[config.mk]
export PLATFORM = sky130hd
export DESIGN_NAME = hysteresis_valve_regulator_core
export DESIGN_NICKNAME = d
export VERILOG_FILES = /design/src/rtl/hvr_pkg.sv /design/src/rtl/hvr_step.sv /design/src/rtl/hysteresis_valve_regulator_core.sv
export SDC_FILE = /design/constraint.sdc
export NUM_CORES = 1
export LEC_CHECK = 0
export BUFFER_PORTS_ARGS = -buffer_cell sky130_fd_sc_hd__clkbuf_2
export CAP_MARGIN = 15
export CORE_ASPECT_RATIO = 1.4
export CORE_MARGIN = 4
export CORE_UTILIZATION = 45
export DETAILED_ROUTE_END_ITERATION = 10
export MAX_ROUTING_LAYER = met4
export PLACE_DENSITY = 0.61
export SETUP_SLACK_MARGIN = 0.15
export SYNTH_ARGS = -nofsm -noshare
export SYNTH_HDL_FRONTEND = slang
export SYNTH_SLANG_ARGS = --single-unit
[constraint.sdc]
create_clock -name clk -period 5.1 [get_ports clk]
set_input_delay 0.765 -clock clk [delete_from_list [all_inputs] [get_ports clk]]
set_output_delay 0.765 -clock clk [all_outputs]
set_load 0.05 [all_outputs]
[src/rtl/hvr_pkg.sv]
package hvr_pkg;

  typedef enum logic [2:0] {
    REQ_UPDATE  = 3'd0,
    REQ_ENABLE  = 3'd1,
    REQ_DISABLE = 3'd2,
    REQ_MANUAL  = 3'd3,
    REQ_KICK    = 3'd4,
    REQ_CLOSE   = 3'd5
  } req_t;

  typedef enum logic [1:0] {
    DRV_LOW  = 2'd0,
    DRV_FULL = 2'd1,
    DRV_PWM  = 2'd2
  } drive_t;

  localparam logic [2:0] CFG_SETPOINT    = 3'd0;
  localparam logic [2:0] CFG_HYSTERESIS  = 3'd1;
  localparam logic [2:0] CFG_MIN_OPEN    = 3'd2;
  localparam logic [2:0] CFG_KA_ENABLE   = 3'd3;
  localparam logic [2:0] CFG_KA_PERIOD   = 3'd4;
  localparam logic [2:0] CFG_PWM_ENABLE  = 3'd5;
  localparam logic [2:0] CFG_PWM_DUTY    = 3'd6;
  localparam logic [2:0] CFG_PWM_FULL_ON = 3'd7;

  localparam logic [14:0] RST_SETPOINT    = 15'd0;
  localparam logic [14:0] RST_HYSTERESIS  = 15'd256;
  localparam logic [15:0] RST_MIN_OPEN    = 16'd100;
  localparam logic [31:0] RST_KA_PERIOD   = 32'd1000;
  localparam logic [7:0]  RST_PWM_DUTY    = 8'd128;
  localparam logic [15:0] RST_PWM_FULL_ON = 16'd100;

  typedef struct packed {
    logic [14:0] setpoint;
    logic [14:0] hysteresis;
    logic [15:0] min_open_ms;
    logic        ka_enable;
    logic [31:0] ka_period_ms;
    logic        pwm_enable;
    logic [7:0]  pwm_duty;
    logic [15:0] pwm_full_on_ms;
  } cfg_t;

  typedef struct packed {
    logic               reg_en;
    logic               manual;
    logic               is_open;
    drive_t             drive;
    logic [31:0]        last_open;
    logic [31:0]        last_kick;
    logic signed [15:0] held_pressure;
  } state_t;

  typedef struct packed {
    logic refused;
    logic tripped;
  } flags_t;

endpackage

[src/rtl/hvr_step.sv]
module hvr_step (
  input  hvr_pkg::cfg_t       cfg,
  input  hvr_pkg::state_t     st,
  input  logic [2:0]          req_type,
  input  logic [31:0]         now_ms,
  input  logic                pressure_valid,
  input  logic signed [15:0]  pressure,
  output hvr_pkg::state_t     st_nxt,
  output hvr_pkg::flags_t     flags
);

  logic [31:0]        since_kick;
  logic [31:0]        since_open;
  logic [31:0]        open_elapsed;
  logic signed [17:0] band_lo;
  logic signed [17:0] band_hi;
  logic signed [17:0] p_ext;
  logic signed [15:0] p_cur;
  logic               open_req;

  assign since_kick   = now_ms - st.last_kick;
  assign since_open   = now_ms - st.last_open;
  // a fresh opening stamps now, so its elapsed time is zero
  assign open_elapsed = st.is_open ? since_open : 32'd0;
  assign band_lo = $signed({3'b000, cfg.setpoint}) - $signed({3'b000, cfg.hysteresis});
  assign band_hi = $signed({3'b000, cfg.setpoint}) + $signed({3'b000, cfg.hysteresis});
  assign p_cur   = pressure_valid ? pressure : st.held_pressure;
  assign p_ext   = 18'(p_cur);

  always_comb begin
    st_nxt   = st;
    flags    = '0;
    open_req = 1'b0;
    case (hvr_pkg::req_t'(req_type))
      hvr_pkg::REQ_UPDATE: begin
        st_nxt.held_pressure = p_cur;
        if (st.is_open && cfg.ka_enable && since_kick > cfg.ka_period_ms) begin
          st_nxt.reg_en  = 1'b0;
          st_nxt.manual  = 1'b0;
          st_nxt.is_open = 1'b0;
          st_nxt.drive   = hvr_pkg::DRV_LOW;
          flags.tripped  = 1'b1;
        end else if (!st.reg_en) begin
          open_req = st.manual;
        end else if (p_ext < band_lo) begin
          open_req = 1'b1;
        end else if (p_ext > band_hi) begin
          st_nxt.manual  = 1'b0;
          st_nxt.is_open = 1'b0;
          st_nxt.drive   = hvr_pkg::DRV_LOW;
        end
      end
      hvr_pkg::REQ_ENABLE: begin
        st_nxt.reg_en    = 1'b1;
        st_nxt.last_kick = now_ms;
      end
      hvr_pkg::REQ_DISABLE: begin
        st_nxt.reg_en  = 1'b0;
        st_nxt.manual  = 1'b0;
        st_nxt.is_open = 1'b0;
        st_nxt.drive   = hvr_pkg::DRV_LOW;
      end
      hvr_pkg::REQ_MANUAL: begin
        if (!st.reg_en) begin
          st_nxt.manual = 1'b1;
          open_req      = 1'b1;
        end
      end
      hvr_pkg::REQ_KICK: begin
        st_nxt.last_kick = now_ms;
      end
      hvr_pkg::REQ_CLOSE: begin
        st_nxt.manual  = 1'b0;
        st_nxt.is_open = 1'b0;
        st_nxt.drive   = hvr_pkg::DRV_LOW;
      end
      default: begin
      end
    endcase

    if (open_req) begin
      if (!st.is_open && since_open < {16'd0, cfg.min_open_ms}) begin
        flags.refused = 1'b1;
      end else begin
        if (!st.is_open) begin
          st_nxt.last_open = now_ms;
        end
        st_nxt.is_open = 1'b1;
        if (!cfg.pwm_enable || open_elapsed < {16'd0, cfg.pwm_full_on_ms}) begin
          st_nxt.drive = hvr_pkg::DRV_FULL;
        end else begin
          st_nxt.drive = hvr_pkg::DRV_PWM;
        end
      end
    end
  end

endmodule

[src/rtl/hysteresis_valve_regulator_core.sv]
// An accepted item waits in the input register, then its result in the result register.
// Throughput: one item per cycle while out_ready is high; the single-pass step logic
// sets this. While a result waits, an empty input register can still take one item.
// Reset (synchronous, rst_n low): both stages empty, regulator disabled, valve
// closed, timestamps and held pressure zero, registers at their documented defaults.
module hysteresis_valve_regulator_core (
  input  logic               clk,
  input  logic               rst_n,
  input  logic               cfg_we,
  input  logic [2:0]         cfg_index,
  input  logic [31:0]        cfg_wdata,
  input  logic               in_valid,
  output logic               in_ready,
  input  logic [2:0]         in_req_type,
  input  logic [31:0]        in_now_ms,
  input  logic               in_pressure_valid,
  input  logic signed [15:0] in_pressure,
  output logic               out_valid,
  input  logic               out_ready,
  output logic [1:0]         out_valve_drive,
  output logic [7:0]         out_drive_duty,
  output logic               out_regulator_on,
  output logic               out_manual_active,
  output logic               out_open_refused,
  output logic               out_keepalive_tripped,
  output logic signed [15:0] out_latest_pressure
);

  hvr_pkg::cfg_t   cfg_r;
  hvr_pkg::state_t st_r;
  hvr_pkg::state_t st_nxt;
  hvr_pkg::flags_t flags;

  logic               v1_r;
  logic [2:0]         req_r;
  logic [31:0]        now_r;
  logic               pvalid_r;
  logic signed [15:0] pressure_r;

  logic               ov_r;
  logic [1:0]         drive_r;
  logic [7:0]         duty_r;
  logic               reg_on_r;
  logic               manual_r;
  logic               refused_r;
  logic               tripped_r;
  logic signed [15:0] latest_r;

  logic advance;
  logic step;

  assign advance  = out_ready || !ov_r;
  assign step     = v1_r && advance;
  assign in_ready = !v1_r || advance;

  always_ff @(posedge clk) begin
    if (!rst_n) begin
      cfg_r.setpoint       <= hvr_pkg::RST_SETPOINT;
      cfg_r.hysteresis     <= hvr_pkg::RST_HYSTERESIS;
      cfg_r.min_open_ms    <= hvr_pkg::RST_MIN_OPEN;
      cfg_r.ka_enable      <= 1'b0;
      cfg_r.ka_period_ms   <= hvr_pkg::RST_KA_PERIOD;
      cfg_r.pwm_enable     <= 1'b0;
      cfg_r.pwm_duty       <= hvr_pkg::RST_PWM_DUTY;
      cfg_r.pwm_full_on_ms <= hvr_pkg::RST_PWM_FULL_ON;
    end else if (cfg_we) begin
      case (cfg_index)
        hvr_pkg::CFG_SETPOINT:    cfg_r.setpoint       <= cfg_wdata[14:0];
        hvr_pkg::CFG_HYSTERESIS:  cfg_r.hysteresis     <= cfg_wdata[14:0];
        hvr_pkg::CFG_MIN_OPEN:    cfg_r.min_open_ms    <= cfg_wdata[15:0];
        hvr_pkg::CFG_KA_ENABLE:   cfg_r.ka_enable      <= cfg_wdata[0];
        hvr_pkg::CFG_KA_PERIOD:   cfg_r.ka_period_ms   <= cfg_wdata;
        hvr_pkg::CFG_PWM_ENABLE:  cfg_r.pwm_enable     <= cfg_wdata[0];
        hvr_pkg::CFG_PWM_DUTY:    cfg_r.pwm_duty       <= cfg_wdata[7:0];
        hvr_pkg::CFG_PWM_FULL_ON: cfg_r.pwm_full_on_ms <= cfg_wdata[15:0];
        default: begin
        end
      endcase
    end
  end

  // input stage
  always_ff @(posedge clk) begin
    if (!rst_n) begin
      v1_r <= 1'b0;
    end else if (in_ready) begin
      v1_r <= in_valid;
    end
  end

  always_ff @(posedge clk) begin
    if (in_ready && in_valid) begin
      req_r      <= in_req_type;
      now_r      <= in_now_ms;
      pvalid_r   <= in_pressure_valid;
      pressure_r <= in_pressure;
    end
  end

  hvr_step u_step (
    .cfg            (cfg_r),
    .st             (st_r),
    .req_type       (req_r),
    .now_ms         (now_r),
    .pressure_valid (pvalid_r),
    .pressure       (pressure_r),
    .st_nxt         (st_nxt),
    .flags          (flags)
  );

  // regulator state advances once per item as it moves to the result stage
  always_ff @(posedge clk) begin
    if (!rst_n) begin
      st_r <= '{reg_en: 1'b0, manual: 1'b0, is_open: 1'b0, drive: hvr_pkg::DRV_LOW,
                last_open: 32'd0, last_kick: 32'd0, held_pressure: 16'sd0};
    end else if (step) begin
      st_r <= st_nxt;
    end
  end

  always_ff @(posedge clk) begin
    if (!rst_n) begin
      ov_r <= 1'b0;
    end else if (advance) begin
      ov_r <= v1_r;
    end
  end

  always_ff @(posedge clk) begin
    if (step) begin
      drive_r   <= st_nxt.drive;
      duty_r    <= (st_nxt.drive == hvr_pkg::DRV_PWM) ? cfg_r.pwm_duty : 8'd0;
      reg_on_r  <= st_nxt.reg_en;
      manual_r  <= st_nxt.manual;
      refused_r <= flags.refused;
      tripped_r <= flags.tripped;
      latest_r  <= st_nxt.held_pressure;
    end
  end

  assign out_valid             = ov_r;
  assign out_valve_drive       = drive_r;
  assign out_drive_duty        = duty_r;
  assign out_regulator_on      = reg_on_r;
  assign out_manual_active     = manual_r;
  assign out_open_refused      = refused_r;
  assign out_keepalive_tripped = tripped_r;
  assign out_latest_pressure   = latest_r;

  a_open_matches_drive: assert property (@(posedge clk) disable iff (!rst_n)
    st_r.is_open == (st_r.drive != hvr_pkg::DRV_LOW))
    else $error("valve open flag and drive state disagree");

  a_refused_keeps_closed: assert property (@(posedge clk) disable iff (!rst_n)
    out_valid && out_open_refused |-> out_valve_drive == hvr_pkg::DRV_LOW)
    else $error("refused opening left the valve driven");

  a_trip_shuts_all: assert property (@(posedge clk) disable iff (!rst_n)
    out_valid && out_keepalive_tripped |->
      !out_regulator_on && !out_manual_active && out_valve_drive == hvr_pkg::DRV_LOW)
    else $error("watchdog trip did not shut the regulator");

  a_duty_only_pwm: assert property (@(posedge clk) disable iff (!rst_n)
    out_valid && out_valve_drive != hvr_pkg::DRV_PWM |-> out_drive_duty == 8'd0)
    else $error("duty reported outside PWM drive");

  a_state_holds_idle: assert property (@(posedge clk) disable iff (!rst_n)
    !step |=> $stable(st_r))
    else $error("regulator state changed without an item");

endmodule
==> Yosys cells after proc, flatten, opt, wreduce, memory -nomap -nowiden <==
Index checks and enable logic that the tools add are counted.
{ "totals": {"regBits": 273, "in_bits": 92, "out_inout_bits": 32, "word_cells": 101} }
{ "op_classes": {"bitwise_logic": 2, "n_addsub": 4, "reduce_logical": 26, "muxes": 23, "magnitude_cmp": 5, "eq_ne": 13} }
{ "ops": {"columns": ["operator", "count"], "rows": [
  ["35-bit two-way mux", 2],
  ["32-bit by 16-bit less-than comparator with 1-bit output", 2],
  ["32-bit two-way mux", 2],
  ["32-bit subtractor", 2],
  ["32-bit greater-than comparator", 1],
  ["16-bit two-way mux", 2],
  ["3-bit equality test, second input constant", 6],
  ["2-bit AND reduction", 9],
  ["16-bit by 17-bit greater-than comparator with 1-bit output", 1],
  ["15-bit by 15-bit adder with 16-bit output", 1],
  ["16-bit less-than comparator", 1],
  ["4-bit two-way mux", 4],
  ["15-bit by 15-bit subtractor with 16-bit output", 1],
  ["3-bit by 2-bit equality test with 1-bit output, second input constant", 4],
  ["1-bit two-way mux", 8],
  ["3-bit by 1-bit equality test with 1-bit output, second input constant", 2],
  ["3-bit logical NOT", 2],
  ["1-bit case mux with 3 select lines", 2],
  ["3-bit case mux with 2 select lines", 1],
  ["1-bit logical AND", 5],
  ["1-bit logical NOT", 4],
  ["4-bit AND reduction", 1],
  ["2-bit OR reduction", 2],
  ["1-bit logical OR", 3],
  ["other kinds (4)", 5]
]} }

==> Logic depth before layout (Yosys ltp) <==
{ "logic_depth": {"depth_word": 10, "depth_mapped": 28} }

==> By module <==
From an unflattened synthesis, not the netlist that was laid out.
{ "unflattened": {"cells_unflattened": 2051, "area_unflattened_um2": 18200.0} }
{ "by_module_without_submodules": {"columns": ["module", "n_inst", "area_each_um2", "cells_per_inst"], "rows": [
  ["hysteresis_valve_regulator_core", 1, 9640.5, 863],
  ["hvr_step", 1, 8559.5, 1188]
]} }

==> Least setup slack after synthesis <==
Ideal clock, no wire load.
{ "synth_path": {"path_kind": "reg2reg", "start": "register now_r[0]", "end": "register st_r[50] (netlist bit)", "n_path_buf": 1, "arrival_time_ps": 5374, "period_less_slack_ps": 5490, "setup_time_ps": 116, "stages_incl_launch_ff": 29, "setup_slack_ps": -390, "path_cell_list": "edfxtp_1 -> inv_1 -> ha_1 -> inv_1 -> fa_1 -> a21o_1 -> a21oi_1 -> a21oi_1 -> o21ai_0 -> a31oi_1 -> o41ai_1 -> o21a_1 -> a21oi_1 -> a21o_1 -> a21oi_1 -> xnor2_1 -> ha_1 -> and4_1 -> nand3_1 -> nor4_1 -> a31oi_1 -> inv_1 -> o22ai_1 -> o31a_1 -> nand2b_1 -> a211oi_2 -> buf_4 -> mux2i_1 -> nor2b_1"} }
{ "synth_via": {"elab_chain_len": 6, "elab_cells_between_ends": 10, "classes_between": "add/sub: 2; order compare: 2; mux: 2; bitwise: 1; reduce/logical: 3"} }
{ "synth_lines": {"columns": ["item", "line_no", "source"], "rows": [
  ["from (decl)", "hysteresis_valve_regulator_core.sv:36", "logic [31:0] now_r;"],
  ["from (signal assigned)", "hysteresis_valve_regulator_core.sv:94", "now_r <= in_now_ms;"],
  ["32-bit subtractor", "hvr_step.sv:21", "assign since_kick = now_ms - st.last_kick;"],
  ["32-bit greater-than comparator", "hvr_step.sv:37", "if (st.is_open && cfg.ka_enable && since_kick > cfg.ka_period_ms) begin"],
  ["1-bit logical AND", "hvr_step.sv:37", null],
  ["1-bit two-way mux", "hvr_step.sv:37", null],
  ["1-bit case mux with 2 select lines", "hvr_step.sv:34", "case (hvr_pkg::req_t'(req_type))"],
  ["4-bit AND reduction (no source line) *", null, null],
  ["to (signal assigned)", "hysteresis_valve_regulator_core.sv:114", "st_r <= '{reg_en: 1'b0, manual: 1'b0, is_open: 1'b0, drive: hvr_pkg::DRV_LOW,"],
  ["to (signal assigned)", "hysteresis_valve_regulator_core.sv:117", "st_r <= st_nxt;"],
  ["to (decl)", "hysteresis_valve_regulator_core.sv:30", "hvr_pkg::state_t st_r;"]
]} }
Every way passes the cells marked *; elsewhere a longest branch is shown, timed or not.
A chain may end at the register's enable or synchronous reset.

==> Worst setup path in the final report <==
{ "layout_path": {"start": "register now_r[0]", "end": "register st_r[54] (netlist bit)"} }
Same word-level chain as after synthesis.

==> run_results.csv <==
group,metric,value,unit
setup_path,worstPathArrival,5940,ps
synthesis,synth_ff_type,"dfxtp_1",
die,core_area,37700,sq um
synthesis,ys_ff_latch,273,
route,vias,14300,
clocking,cts_hold_buffers,0,
sta,finalCriticalPeriod,5490,ps
setup_path,critPathSlowestCell,"edfxtp_1",
route,via_per_inst,5.32,
clocking,cts-root-buf,"clkbuf_16",
setup_path,cp.required,5550,ps
synthesis,netlist_area,17200,sq um
die,ios,124,
finish,synthToLayoutAreaGrowth,19.1,%
route,ant_nets,0,
clocking,cts_tree,"done",
setup_path,crit_fanout,8,
setup_path,path_buf_inv,8,
finish,layout.nets,2479,
sta,rsz0062_at_grt,"true",
synthesis,ys_seq_area_share,36.5,%
synthesis,postSynthCellCount,1983,
setup_path,start_kind,"flip-flop",
sta,min_period_over_period,108,%
power,p_leak,8.19,nW
sta,worstMarginPinSlew,811,ps
grt,overflow,0,
route,drt-wirelength-per-cell,17.1,um
synthesis,synth_area_leaders,"dfxtp_1 22%, edfxtp_1 14%, ha_1 14%",
route,drcViolationCount,0,
setup_path,crit_path_max_incr_delay,410,ps
placed_design,portBuffers,123,
setup_path,critPathTopFamily,"compound AO/OA/AOI/OAI gates",
synthesis,synth_enable_flop_cells,82,
sta,tns,-14560,ps
power,ir_worst_vdd,277,uV
grt,grtUsageTotal,22.2,%
finish,drive_above_1_share,16.3,%
sta,finalWorstSetupSlack,-392,ps
clocking,insertion_delay,570,ps
sta,slew_viol_final,0,
finish,n_antenna_cell,0,
synthesis,yosysTopAreaCell,"dfxtp_1",
placed_design,dp_hpwl,35200,um
route,drt_iter0_drc,559,
setup_path,crit_type,"flip-flop to flip-flop",
status,violations,"setup timing",
job,maxCapViolCount,0,
route,drt_pass1_iterations,5,
die,die_area,41500,sq um
setup_path,cp_common_cell,"a21oi_2",
clocking,path_clk_slew,60,ps
sta,finalSetupViolations,48,
die,initial_utilization,45.7,%
synthesis,synth_fp_nets,2265,
die,fp.dieW,173,um
synthesis,synth_cell_types,74,
synthesis,synthMostInstantiatedCell,"nand2_1",
grt,antenna_found_initial,0,
synthesis,synthArstFlopShare,0,%
status,status,"complete, but fails checks",
grt,grt_max_degree,108,
clocking,numCtsBuffers,30,
route,wirelength,46000,um
grt,grt_pass1_wl,73600,um
clocking,clock_sinks,273,
die,die_height,240,um
grt,grt_pass1_vias,14500,
clocking,h-tree-depth,1,
synthesis,synth_common_cells,"313 x nand2_1, 191 x dfxtp_1, 189 x inv_1",
sta,clock.fmax,0.182,GHz
power,powerDensity,274,nW/um^2
setup_path,endpoint_kind,"flip-flop",
sta,final.setup_skew,17.5,ps
placed_design,placed_cell_area,19100,sq um
sta,slew_headroom,45.9,%
placed_design,place_congestion,0.993,
synthesis,syn_avg_cell_area,8.69,sq um
die,placementRows,84,
sta,hold_viol_final,0,
clocking,clock_path_buffers,3,
finish,final_area,20500,sq um
synthesis,yosys_warnings,0,
hold_path,hp-class,"input port to flip-flop",
synthesis,synth_top_area_share,22.2,%
-- worst paths after layout --
check | start | depth (start not counted) | slack [ps] | to
max | now_r[0] | 32 | -390 | st_r[54]
min | in_now_ms[28] | 1 | 370 | now_r[28]
max reg2reg | now_r[0] | 32 | -390 | st_r[54]
min reg2reg | cfg_r[70] | 2 | 460 | cfg_r[70]
-- state kept, by name, summed over array words and instances (netlist names) --
| register | count |
|---|---|
| out_regulator_on | 1 |
| st_r | 85 |
| now_r | 32 |
| v1_r | 1 |
| pressure_r | 16 |
| pvalid_r | 1 |
| out_keepalive_tripped | 1 |
| out_valve_drive | 2 |
| out_manual_active | 1 |
| out_latest_pressure | 16 |
| cfg_r | 104 |
| out_open_refused | 1 |
| out_drive_duty | 8 |
| out_valid | 1 |
| req_r | 3 |
-- where the power goes --
part           switching (mW)  internal [mW]  total, mW
sequential             0.0456           2.31       2.36
clock                   0.883           1.29       2.18
combinational           0.621          0.471       1.09
total                    1.55           4.07       5.62
-- metal layers --
layer / global-route usage (%) / part of all wire, %
met5: - / 0
met4: 7.33 / 3.5
met3: 2.16 / 3.0
met2: 42.4 / 53
met1: 24.1 / 40
-- metrics by stage --
step | hold WS (ps) | utilization [%] | power (mW) | setup slack (ps) | cells
3_3_place_gp | 449 | 50.6 | 3.43 | -340 | 2618
2_1_floorplan | 432 | - | 3.09 | 160 | 1983
5_1_grt | 352 | 54.4 | 5.91 | -687 | 2694
4_1_cts | 343 | 53.9 | 5.68 | -444 | 2683
6_report | 373 | 54.4 | 5.62 | -392 | 2694
3_5_place_dp | 458 | 50.6 | 3.45 | -484 | 2618
-- cell type report --
cell class              instances  area, sq um
clock buffers                  44          886
multi-input cells            1446        10200
fillers                      3489        17200
flip-flops and latches        273         6290
well taps                     473          592
inverters                     190          713
repair buffers                256         1750
clock inverters                12          104
-- layout by cell type (no fill, tap or decap), types with 5 or more instances in the layout --
cell type,count
a211o_1,6
a211oi_1,11
a21boi_0,120
a21o_1,28
a21oi_1,104
a21oi_2,11
a31oi_1,8
and2_1,28
buf_4,122
buf_6,5
clkbuf_1,8
clkbuf_16,32
clkbuf_2,122
clkinv_1,5
clkinv_2,5
dfxtp_1,191
edfxtp_1,82
ha_1,185
inv_1,186
mux2i_1,68
nand2_1,311
nand2b_1,16
nand3_1,15
nand4_1,22
nor2_1,92
nor2b_1,72
nor3_1,28
nor4_1,7
o211ai_1,23
o21a_1,36
o21ai_0,61
o21bai_1,9
or2_2,5
or3_1,6
xnor2_1,52
xor2_1,17
-- repair_timing --
action                                  4_1_cts  5_1_grt
buffers inserted                              6       11
pin swaps                                    28       22
endpoints found under the hold margin         0        0
resized for setup                            26       26
endpoints found under the setup margin       49       50
cloned                                        3        0
-- kinds of logic after synthesis --
group	synth area share (%)
XOR/XNOR	3.51
flip-flops	36.5
multiplexers	4.15
adder cells (fa/ha/maj)	14.0
AO/OA/AOI/OAI	19.0
AND/OR/NAND/NOR	17.0
buffers and inverters	5.83
Power figures use the tool's default switching activity.
